### src/rtl/core/aps_ram.sv
// Generic simple dual-port RAM with registered read.
module aps_ram #(
    parameter int WIDTH = 8,
    parameter int DEPTH = 16
) (
    input  logic                     clk,
    input  logic                     we,
    input  logic [$clog2(DEPTH)-1:0] waddr,
    input  logic [WIDTH-1:0]         wdata,
    input  logic                     re,
    input  logic [$clog2(DEPTH)-1:0] raddr,
    output logic [WIDTH-1:0]         rdata
);

    logic [WIDTH-1:0] mem [DEPTH];

    always_ff @(posedge clk)
    begin
        if (we)
            mem[waddr] <= wdata;
        if (re)
            rdata <= mem[raddr];
    end

endmodule

### config.mk
export PLATFORM = sky130hd
export DESIGN_NAME = aps_ram
export DESIGN_NICKNAME = d
export VERILOG_FILES = /design/src/rtl/core/aps_ram.sv
export SDC_FILE = /design/constraint.sdc
export NUM_CORES = 1
export LEC_CHECK = 0
export BUFFER_PORTS_ARGS = -buffer_cell sky130_fd_sc_hd__buf_2
export CORE_MARGIN = 2
export CORE_UTILIZATION = 40
export CTS_CLUSTER_DIAMETER = 200
export CTS_CLUSTER_SIZE = 28
export DETAILED_ROUTE_END_ITERATION = 12
export GPL_TIMING_DRIVEN = 0
export PLACE_DENSITY_LB_ADDON = 0.15
export REMOVE_ABC_BUFFERS = 1
export SKIP_LAST_GASP = 1
export SLEW_MARGIN = 20
export SYNTH_ARGS = -nofsm -noshare
export SYNTH_HDL_FRONTEND = slang
export SYNTH_SLANG_ARGS = --single-unit
export TNS_END_PERCENT = 100
### constraint.sdc
create_clock -name clk -period 4.2 [get_ports clk]
set_clock_uncertainty 0.1 [all_clocks]
set_input_delay 0.42 -clock clk [delete_from_list [all_inputs] [get_ports clk]]
set_output_delay 0.42 -clock clk [all_outputs]
set_load 0.005 [all_outputs]
* After elaboration in Yosys (flattened, before gate mapping)
Memories as Yosys holds them, arrays and structs flattened. A register that Yosys moved wholly into a read port is not among the register bits.
Index checks and enable logic that the tools add are counted.
Widths: inputs -> output; s select.
** Word-level totals
- Logic and storage cells :: 3
- Memory bits (writable) :: 128
- Output and inout port bits :: 8
- Register bits after elaboration :: 0
- Memories kept :: 1
** Memories
- mem :: words 16, bits a word 8, rd ports 1, clocked after memory_dff 1, write ports 1, line 15 : logic [WIDTH-1:0] mem [DEPTH];
** Operators by class
- Multiplexer cells :: 2
** Operators by type and width (number)
- $mux 1 :: 2

* Longest topological paths before layout
- Depth in word-level cells :: 2
- Depth in mapped cells :: 5
- Gate-level depth less buffers :: 3

* Least setup slack after synthesis
No wires, ideal clock.
- Path kind :: input to register
- Start point :: in waddr[2]
- End point :: mem mem[0][0] (enable)
- Data required time :: 3.717 ns
- Setup time :: 0.383 ns
- Setup slack :: 2.187 ns
- Cell stages on the path :: 2
- Arrival time :: 1.530 ns
- Path buffers :: 0
- Path through :: or3b_2 > nor3_1
** RTL lines
- from (decl) :: line 8 : input logic [$clog2(DEPTH)-1:0] waddr,
- to (decl) :: line 15
Straight into the memory's write port.

==> flow_metrics.tcl <==
set metrics [dict create \
    synth.most_common_cell "edfxtp_1" \
    cell_internal_pwr_w 0.00231 \
    worstPathRequired_ns 4.24 \
    drive_above_1_share 0.262 \
    initial_core_util 0.413 \
    holdCritStartpoint "re" \
    cts_repair_resize_count 0 \
    grt_overflow 0 \
    post_cts_buffers 0 \
    end_kind "flop" \
    vias_per_cell 5.30 \
    cts_tree "done" \
    min_path_cells 1 \
    slew_viol_final 0 \
    rows 41 \
    yosys_warnings 0 \
    hold_viol_final 0 \
    ys_types 18 \
    synth.top_cells.by_area "edfxtp_1, mux4_2, mux4_1" \
    p_leak_nw 1.96 \
    placed_area_um2 5520 \
    synthArstFlopShare 0 \
    max_clock_freq_mhz 506 \
    fp.dieH_um 118 \
    final_cell_area_um2 6000 \
    post_drt_wl_per_cell_um 22.1 \
    drc 0 \
    synthFlopType "edfxtp_1" \
    synth_edf_count 136 \
    cts_buffers 17 \
    arrival_ns 2.02 \
    ant_nets 0 \
    crit_fanout 32 \
    tns_ns 0 \
    rsz0062_at_grt "false" \
    worstHoldEndpoint "rdata[2]$_DFFE_PP_" \
    status "completed" \
    synth_area_per_cell_um2 22.8 \
    switchingPower_w 0.000568 \
    place_hpwl_um 5880 \
    core_area_um2 12700 \
    worstMarginPinSlew_ns 1.01 \
    cts_sinks 136 \
    final_nets 285 \
    cts_hold_buffers 0 \
    utilization 0.473 \
    antenna_found_initial 0 \
    rr_worst_depth 3 \
    reg2reg_from "mem[1][3]$_DFFE_PP_" \
    timing.final.crit_share 0.470 \
    grt_usage 0.153 \
    hold_class "in2reg" \
    post-synth-top-area-fraction 0.781 \
    period_needed_ns 1.97 \
    slew_headroom 0.321 \
    regToRegSetupSlack_ns 2.52 \
    cts.path.max_buffers 2 \
    yosys.area.top_type "edfxtp_1" \
    root_buffer "clkbuf_16" \
    cp-start-kind "input port" \
    vdd_drop_max_mv 0.258 \
    synth_commonest_cells "edfxtp_1, mux4_2, a22oi_1" \
    grt_pass1_wl_um 14800 \
    powerDensity_nw_per_um2 480 \
    die_w_um 118 \
    swShare 0.197 \
    synthCells 229 \
    wl_um 9860 \
    clk_latency_ns 0.41 \
    yosys_register_bits 136 \
    antenna_cells 0 \
    power_frac_seq 0.534 \
    setup_violations 0 \
    regToRegEndpoint "rdata[3]$_DFFE_PP_" \
    comb_power_share 0.046 \
    clk_pin_slew_worst_paths_ns 0.05 \
    dieArea_um2 14000 \
    syn_area_um2 5230 \
    drtIter0Drc 88 \
    area_growth_pct 14.7 \
    seq_area_frac_synth 0.781 \
    grt_pass1_vias 2408 \
    grt_max_degree 33 \
    gp_congestion 0.692 \
    max_cap_viol_count 0 \
    pwr-share-clk 0.420 \
    crit_type "in2reg" \
    first_pass_iters 4 \
    num_io_pins 27 \
    htreeDepth 4 \
    port_buffers 26 \
    via_count 2371 \
]
[layout by cell type, fill, tap and decap left out, drive strengths merged]
cell        n
or3b        1
nand2       9
nor2b       1
nor2       13
nand2b      2
mux4       32
buf        28
nand3       1
nor3        4
clkinv      6
and2        1
nand3b      2
clkbuf     21
clkinvlp    1
edfxtp    136
a22oi      16
and2b       1
[power by group through the flow]
stage	Combinational (W)	Sequential [W]	Clock [W]
final	0.000133	0.00154	0.00121
after global routing	0.000145	0.00154	0.00131
after global placement	0.000133	0.00156	0
after CTS	0.000136	0.00154	0.00124
after floorplan	0.0000610	0.00156	0
after detailed placement	0.000136	0.00156	0
[flip-flops by register name, indices dropped and copies added (netlist names)]
name   flops
rdata      8
mem      128
[critical path, cell delays in order]
cell	delay (ns)
buf_4	0.49
mux4_1	0.65
a22oi_1	0.31
nand2_1	0.12
[worst max-delay path by stage]
stage                     startpoint             endpoint  slack (ns)  cells past startpoint
after floorplan             waddr[2]  mem[0][0]$_DFFE_PP_        2.19                      2
after global placement      raddr[0]   rdata[3]$_DFFE_PP_        1.42                      4
after detailed placement    raddr[0]   rdata[3]$_DFFE_PP_        1.42                      4
after CTS                   raddr[0]   rdata[3]$_DFFE_PP_        1.86                      4
after global routing        raddr[0]   rdata[3]$_DFFE_PP_        2.15                      4
final                       raddr[0]   rdata[3]$_DFFE_PP_        2.23                      4
[metrics by stage]
step / worst slack [ns] / hold WS, ns / instances / total power (W)
CTS: 1.86 / 0.235 / 447 / 0.00291
finish: 2.23 / 0.243 / 447 / 0.00288
floorplan: 2.19 / 0.419 / 219 / 0.00162
global route: 2.15 / 0.251 / 447 / 0.00299
detailed placement: 1.42 / 0.640 / 419 / 0.00170
global placement: 1.42 / 0.640 / 417 / 0.00170
[per-layer routing]
metal  part of all wire  GRT usage
met1               0.46      0.205
met3              0.039     0.0449
met4              0.018     0.0655
met5                  0          0
met2               0.48      0.233
[cell type report]
class                      count  area (um2)
fill                        1070        6670
sequential                   136        4080
multi-input combinational     83        1080
clock buffer                  21         440
tap                          172         215
timing repair buffer          28         148
clock inverter                 7        33.8
[logic make-up after synthesis]
logic type | Yosys count | share of synthesized area
flops | 136 | 0.781
simple gates | 35 | 0.0314
mux | 32 | 0.148
compound gates | 16 | 0.0230
buf+inv | 10 | 0.0165
(Power assumes the default switching activity.)
