File: src/rtl/core/aps_pkg.sv
// Shared constants, types and helpers for the anisotropic Piola stress unit.
package aps_pkg;

    localparam int MAX_ELEMENTS = 64;
    localparam int COEFS        = 36;
    localparam int TBL_DEPTH    = MAX_ELEMENTS * COEFS;
    localparam int ADDR_W       = $clog2(TBL_DEPTH);
    localparam int COEF_W       = 48;
    localparam int F_W          = 32;
    localparam int E_W          = 37;
    localparam int A_W          = 38;
    localparam int B_W          = 33;
    localparam int PROD_W       = A_W + B_W;
    localparam int ACC_W        = 100;
    localparam int OUT_W        = 64;

    localparam logic [1:0] SH_0  = 2'd0;
    localparam logic [1:0] SH_24 = 2'd1;
    localparam logic [1:0] SH_32 = 2'd2;

    localparam logic MODE_COEF = 1'b0;
    localparam logic MODE_ROW  = 1'b1;

    typedef logic signed [ACC_W-1:0] acc_t;

    typedef struct packed {
        logic                    vld;
        logic                    first;
        logic                    last;
        logic [1:0]              sh;
        logic signed [A_W-1:0]   a;
        logic signed [B_W-1:0]   b;
    } mac_op_t;

    typedef struct packed {
        logic vld;
        acc_t sum;
    } mac_res_t;

    typedef struct packed {
        logic                    ovf;
        logic signed [OUT_W-1:0] val;
    } sat_t;

    // Voigt index of the symmetric stress entry (k, j)
    function automatic logic [2:0] voigt(input logic [1:0] k, input logic [1:0] j);
        logic [2:0] v;
        begin
            if (k == j)
                v = {1'b0, k};
            else
                v = 3'd6 - {1'b0, k} - {1'b0, j};
            return v;
        end
    endfunction

    function automatic logic [1:0] green_row(input logic [2:0] d);
        logic [1:0] r;
        begin
            case (d)
                3'd0, 3'd4, 3'd5: r = 2'd0;
                3'd1, 3'd3:       r = 2'd1;
                3'd2:             r = 2'd2;
                default:          r = 2'd0;
            endcase
            return r;
        end
    endfunction

    function automatic logic [1:0] green_col(input logic [2:0] d);
        logic [1:0] c;
        begin
            case (d)
                3'd0:             c = 2'd0;
                3'd1, 3'd5:       c = 2'd1;
                3'd2, 3'd3, 3'd4: c = 2'd2;
                default:          c = 2'd0;
            endcase
            return c;
        end
    endfunction

endpackage

File: src/rtl/core/aps_mac.sv
// Shared multiply-accumulate unit: registered product, then wide accumulate.
module aps_mac (
    input  logic             clk,
    input  logic             rst_n,
    input  aps_pkg::mac_op_t op,
    output aps_pkg::mac_res_t res,
    output logic             busy
);

    logic                                  pr_vld_reg;
    logic                                  pr_first_reg;
    logic                                  pr_last_reg;
    logic [1:0]                            pr_sh_reg;
    logic signed [aps_pkg::PROD_W-1:0]     pr_reg;
    aps_pkg::acc_t                         acc_reg;
    logic                                  fin_vld_reg;
    aps_pkg::acc_t                         ext;
    aps_pkg::acc_t                         addend;

    always_comb
    begin
        ext = aps_pkg::acc_t'(pr_reg);
        case (pr_sh_reg)
            aps_pkg::SH_24: addend = ext <<< 24;
            aps_pkg::SH_32: addend = ext <<< 32;
            default:        addend = ext;
        endcase
    end

    always_ff @(posedge clk or negedge rst_n)
    begin
        if (!rst_n)
        begin
            pr_vld_reg  <= 1'b0;
            fin_vld_reg <= 1'b0;
        end
        else
        begin
            pr_vld_reg  <= op.vld;
            fin_vld_reg <= pr_vld_reg & pr_last_reg;
        end
    end

    always_ff @(posedge clk)
    begin
        if (op.vld)
        begin
            pr_reg       <= op.a * op.b;
            pr_first_reg <= op.first;
            pr_last_reg  <= op.last;
            pr_sh_reg    <= op.sh;
        end
        if (pr_vld_reg)
            acc_reg <= (pr_first_reg ? '0 : acc_reg) + addend;
    end

    assign res.vld = fin_vld_reg;
    assign res.sum = acc_reg;
    assign busy    = pr_vld_reg | fin_vld_reg;

endmodule

File: config.mk
export PLATFORM = sky130hd
export DESIGN_NAME = aps_mac
export DESIGN_NICKNAME = d
export VERILOG_FILES = /design/src/rtl/core/aps_pkg.sv /design/src/rtl/core/aps_mac.sv
export SDC_FILE = /design/constraint.sdc
export NUM_CORES = 2
export LEC_CHECK = 0
export BUFFER_PORTS_ARGS = -buffer_cell sky130_fd_sc_hd__buf_2
export CAP_MARGIN = 20
export CELL_PAD_IN_SITES_DETAIL_PLACEMENT = 1
export CELL_PAD_IN_SITES_GLOBAL_PLACEMENT = 1
export CORE_UTILIZATION = 56
export CTS_BUF_LIST = sky130_fd_sc_hd__clkbuf_8
export DETAILED_ROUTE_END_ITERATION = 8
export PLACE_DENSITY = 0.95
export RECOVER_POWER = 25
export SYNTH_ARGS = -nofsm -noshare
export SYNTH_HDL_FRONTEND = slang
export SYNTH_SLANG_ARGS = --single-unit
export TNS_END_PERCENT = 20
File: constraint.sdc
create_clock -name clk -period 8.3 [get_ports clk]
set_input_delay 1.66 -clock clk [delete_from_list [all_inputs] [get_ports clk]]
set_output_delay 1.66 -clock clk [all_outputs]
set_load 0.02 [all_outputs]
==> impl_metrics.tcl, run 1 <==
set metrics [dict create \
    initial_utilization 0.567 \
    stop_error "[ERROR GRT-0116] Global routing finished with congestion. Check the congestion regions in the DRC Viewer." \
    netlist_top_cells_count "fa_1, inv_1, nand2_1" \
    yosysTopAreaCellShare 0.458 \
    async_flop_share 0.0113 \
    ys.flop_type "edfxtp_1" \
    grt_pass1_vias 70100 \
    cts.sinks 177 \
    cts.path.max_buffers 2 \
    mappedNetlistArea_um2 56900 \
    die_w_um 321 \
    cts_made_buffers 17 \
    yosysSeqAreaShare 0.0932 \
    post-place-ws_ps -2010 \
    outcome "did not finish" \
    syn_area_per_cell_um2 9.23 \
    grt.overflow.total 186 \
    h-tree-depth 4 \
    grt_usage 0.698 \
    die_h_um 321 \
    yosysTopAreaCell "fa_1" \
    syn-num-nets 7873 \
    num_io_pins 180 \
    ys_top_cells_by_area "fa_1, edfxtp_1, inv_1" \
    finalWeightedCongestion 1.03 \
    lastStage "global routing" \
    ys_seq_elements 177 \
    grt_start_max_net_pins 137 \
    synth_edf_count 175 \
    cts-root-buf "clkbuf_8" \
    port_buffers 179 \
    synthCells 6166 \
    synth_cell_type_count 79 \
    grt_first_pass_wirelength_um 509000 \
    yosysMostFrequentCell "fa_1" \
    yosys_warnings 0 \
    post-dp-hpwl_um 210000 \
    row_count 116 \
]
cell families after synthesis:
family | count (synthesis) | share of synthesized area
buffers and inverters | 1619 | 0.107
xor gates and xnor gates | 173 | 0.0266
AOI/OAI and AO/OA | 699 | 0.0813
and+or+nand+nor | 1869 | 0.162
DFF | 177 | 0.0932
adders and majority gates | 1629 | 0.530
stage by stage:
stage           util  instance area [um^2]  cells
2_1_floorplan      -                 57700   6166
3_3_place_gp   0.626                 62900   7879
3_5_place_dp   0.626                 62900   7879
4_1_cts        0.643                 64600   7951
per-layer routing:
layer  global-route usage  GRT overflow
met4                0.736            85
met2                0.903            99
met1                0.681             0
met5                0.204             0
met3                0.496             2
what timing repair did:
action | in CTS
pin swaps | 96
setup endpoints to repair | 49
gates resized for setup | 240
gates cloned | 3
setup buffers | 37
hold buffers | 0
==> run 2: changes to the inputs <==
- CELL_PAD_IN_SITES_DETAIL_PLACEMENT: 1 -> unset
- CELL_PAD_IN_SITES_GLOBAL_PLACEMENT: 1 -> unset
- CORE_UTILIZATION: 56 -> 40
- CTS_BUF_LIST: sky130_fd_sc_hd__clkbuf_8 -> unset
- PLACE_DENSITY: 0.95 -> unset
- PLACE_DENSITY_LB_ADDON: unset -> 0.15
==> run 2 against run 1 <==
Against the previous run:
- area after synthesis unchanged
- synthesized cell count stayed put
- the flow now finishes, with violations (capacitance limit, slew limit, setup timing)
==> impl_metrics.tcl, run 2 <==
set metrics [dict create \
    outcome "finished, violations left" \
    violations "capacitance limit, slew limit, setup timing" \
    grt_first_pass_wirelength_um 272000 \
    ys_top_cells_by_area "fa_1, edfxtp_1, inv_1" \
    cts_made_buffers 17 \
    netlist_top_cells_count "fa_1, inv_1, nand2_1" \
    initial_utilization 0.402 \
    maxCapViolCount 4 \
    wl_per_cell_um 20.4 \
    dr_total_vias 43000 \
    grt.overflow.total 0 \
    area_delta_synth_final_pct 15.5 \
    cts_tree "yes" \
    yosysTopAreaCellShare 0.458 \
    synth_cell_type_count 79 \
    cts-root-buf "clkbuf_16" \
    nets 8304 \
    path_clk_slew_ps 80 \
    arrival_ps 9020 \
    yosysSeqAreaShare 0.0932 \
    row_count 138 \
    crit_top_cell "fa_1" \
    final_cells 8501 \
    drt_pass1_iterations 8 \
    final_cell_mix "fa_1, inv_1, nand2_1, and2_1, buf_4" \
    antenna_found_initial 2 \
    holdCritPathClass "reg -> reg" \
    grt_start_max_net_pins 90 \
    grt_usage 0.247 \
    finalWeightedCongestion 0.928 \
    synth_top_family_by_area "adder cells" \
    post-dp-hpwl_um 152000 \
    setup_slack_ps -505 \
    grt_pass1_vias 46000 \
    slowest_delay_ps 610 \
    slew_headroom -1.30 \
    setup_viol 20 \
    vias_per_cell 5.05 \
    period_needed_ps 8800 \
    clkLatencyLatePin_ps 480 \
    post-place-ws_ps -1290 \
    die_area_um2 144000 \
    crit_path_max_fanout 13 \
    syn_area_per_cell_um2 9.23 \
    die_h_um 379 \
    largest_reg_flops 100 \
    synthMuxAreaShare 0 \
    synthCells 6166 \
    timing.final.crit_share 1.06 \
    fin_worst_hold_slack_ps 467 \
    async_flop_share 0.0113 \
    cts.sinks 177 \
    yosys_warnings 0 \
    cts.path.max_buffers 2 \
    max_freq_ghz 0.114 \
    placed_cells 8447 \
    hold_violations 0 \
    core_um2 141000 \
    crit_buf_inv 6 \
    slew_violations 259 \
    crit_path_top_delay_cell "fa_1" \
    fill_cells 13700 \
    synth_fa_ha_area_frac 0.530 \
    drt-initial-drc-count 2509 \
    layout_commonest_cell "fa_1" \
    end_kind "register" \
    hold_buffers 0 \
    ys_seq_elements 177 \
    synth-compound-area-share 0.0813 \
    yosysMostFrequentCell "fa_1" \
    die_w_um 379 \
    h-tree-depth 4 \
    layout-drive-gt1-share 0.152 \
    worstSetupStartpointType "input pin" \
    ant_nets 0 \
    ys.flop_type "edfxtp_1" \
    port_buffers 179 \
    yosysTopAreaCell "fa_1" \
    syn-num-nets 7873 \
    worst_pin_slew_ps 3450 \
    required_ps 8510 \
    synth-xor-area-share 0.0266 \
    clock_skew_ps 17.4 \
    rsz0062_at_grt "yes" \
    drc_errors 0 \
    crit_family "adder cells" \
    drt_wl_total_um 173000 \
    mappedNetlistArea_um2 56900 \
    critical_path_class "in -> reg" \
    synth_edf_count 175 \
    yosys.area_share.simple 0.162 \
    num_io_pins 180 \
]
run 2: cell type report:
type | instances | area [um^2] | share of cell area
Multi-Input combinational cell | 4370 | 46400 | 0.705
Clock buffer | 17 | 425 | 0.00647
Sequential cell | 177 | 5310 | 0.0807
Antenna cell | 1 | 2.50 | 0.0000381
Inverter | 1267 | 4770 | 0.0725
Tap cell | 1890 | 2360 | 0.0360
Timing Repair Buffer | 764 | 6290 | 0.0958
Clock inverter | 15 | 199 | 0.00303
run 2: through the flow:
stage          cell area, um^2  setup TNS [ps]  utilization
3_3_place_gp             64100          -33350        0.453
4_1_cts                  65400           -6060        0.463
5_1_grt                  65700          -11210        0.465
3_5_place_dp             64100          -34360        0.453
2_1_floorplan            57700           -6910            -
6_report                 65700           -4650        0.465
run 2: worst reg2reg max path: stages (launching register included):
cell,delay (ps)
edfxtp_1,410
ha_1,1920
o21ai_0,980
ha_1,650
a21oi_1,310
o211ai_1,160
a31oi_1,440
o21ai_0,180
nor4_1,500
a21oi_1,160
nor2_1,290
o21ai_0,320
o21bai_1,310
o21ai_0,150
a21oi_1,210
xnor2_1,80
run 2: cell families (layout without fill, tap and decap cells):
kind of cell	Yosys count	count (layout)
DFF	177	177
adders and majority gates	1629	1629
and+or+nand+nor	1869	1869
other	0	1
buffers and inverters	1619	2063
xor gates and xnor gates	173	173
AOI/OAI and AO/OA	699	699
run 2: path summary, 6_finish.rpt:
check | startpoint | to | slack, ps | cells after the start
setup / recovery | op[66] | pr_reg[70]$_DFFE_PP_ | -500 | 27
hold / removal | pr_last_reg$_DFFE_PP_ | fin_vld_reg$_DFF_PN0_ | 470 | 1
setup reg to reg | pr_sh_reg[1]$_DFFE_PP_ | acc_reg[99]$_DFFE_PP_ | 960 | 15
hold reg to reg | pr_last_reg$_DFFE_PP_ | fin_vld_reg$_DFF_PN0_ | 470 | 1
max in group asynchronous | rst_n | fin_vld_reg$_DFF_PN0_ | 7220 | 1
min in group asynchronous | rst_n | pr_vld_reg$_DFF_PN0_ | 960 | 1
run 2: per-layer routing:
layer | vias up | share of wire | track usage
met3 | 165 | 0.043 | 0.0205
met4 | 0 | 0.020 | 0.0453
met1 | 22300 | 0.45 | 0.347
met2 | 994 | 0.49 | 0.419
li1 | 19500 | - | -
met5 | - | 0 | 0
run 2: repair_timing:
item / CTS / global route
pin swaps: 56 / 50
buffers inserted: 16 / 5
resized for setup: 144 / 75
cloned: 1 / 0
endpoints found under the setup margin: 27 / 32
Power of run 2 is not shown: default switching activity piles up to over one toggle a cycle in this logic, so the estimate is an artifact.
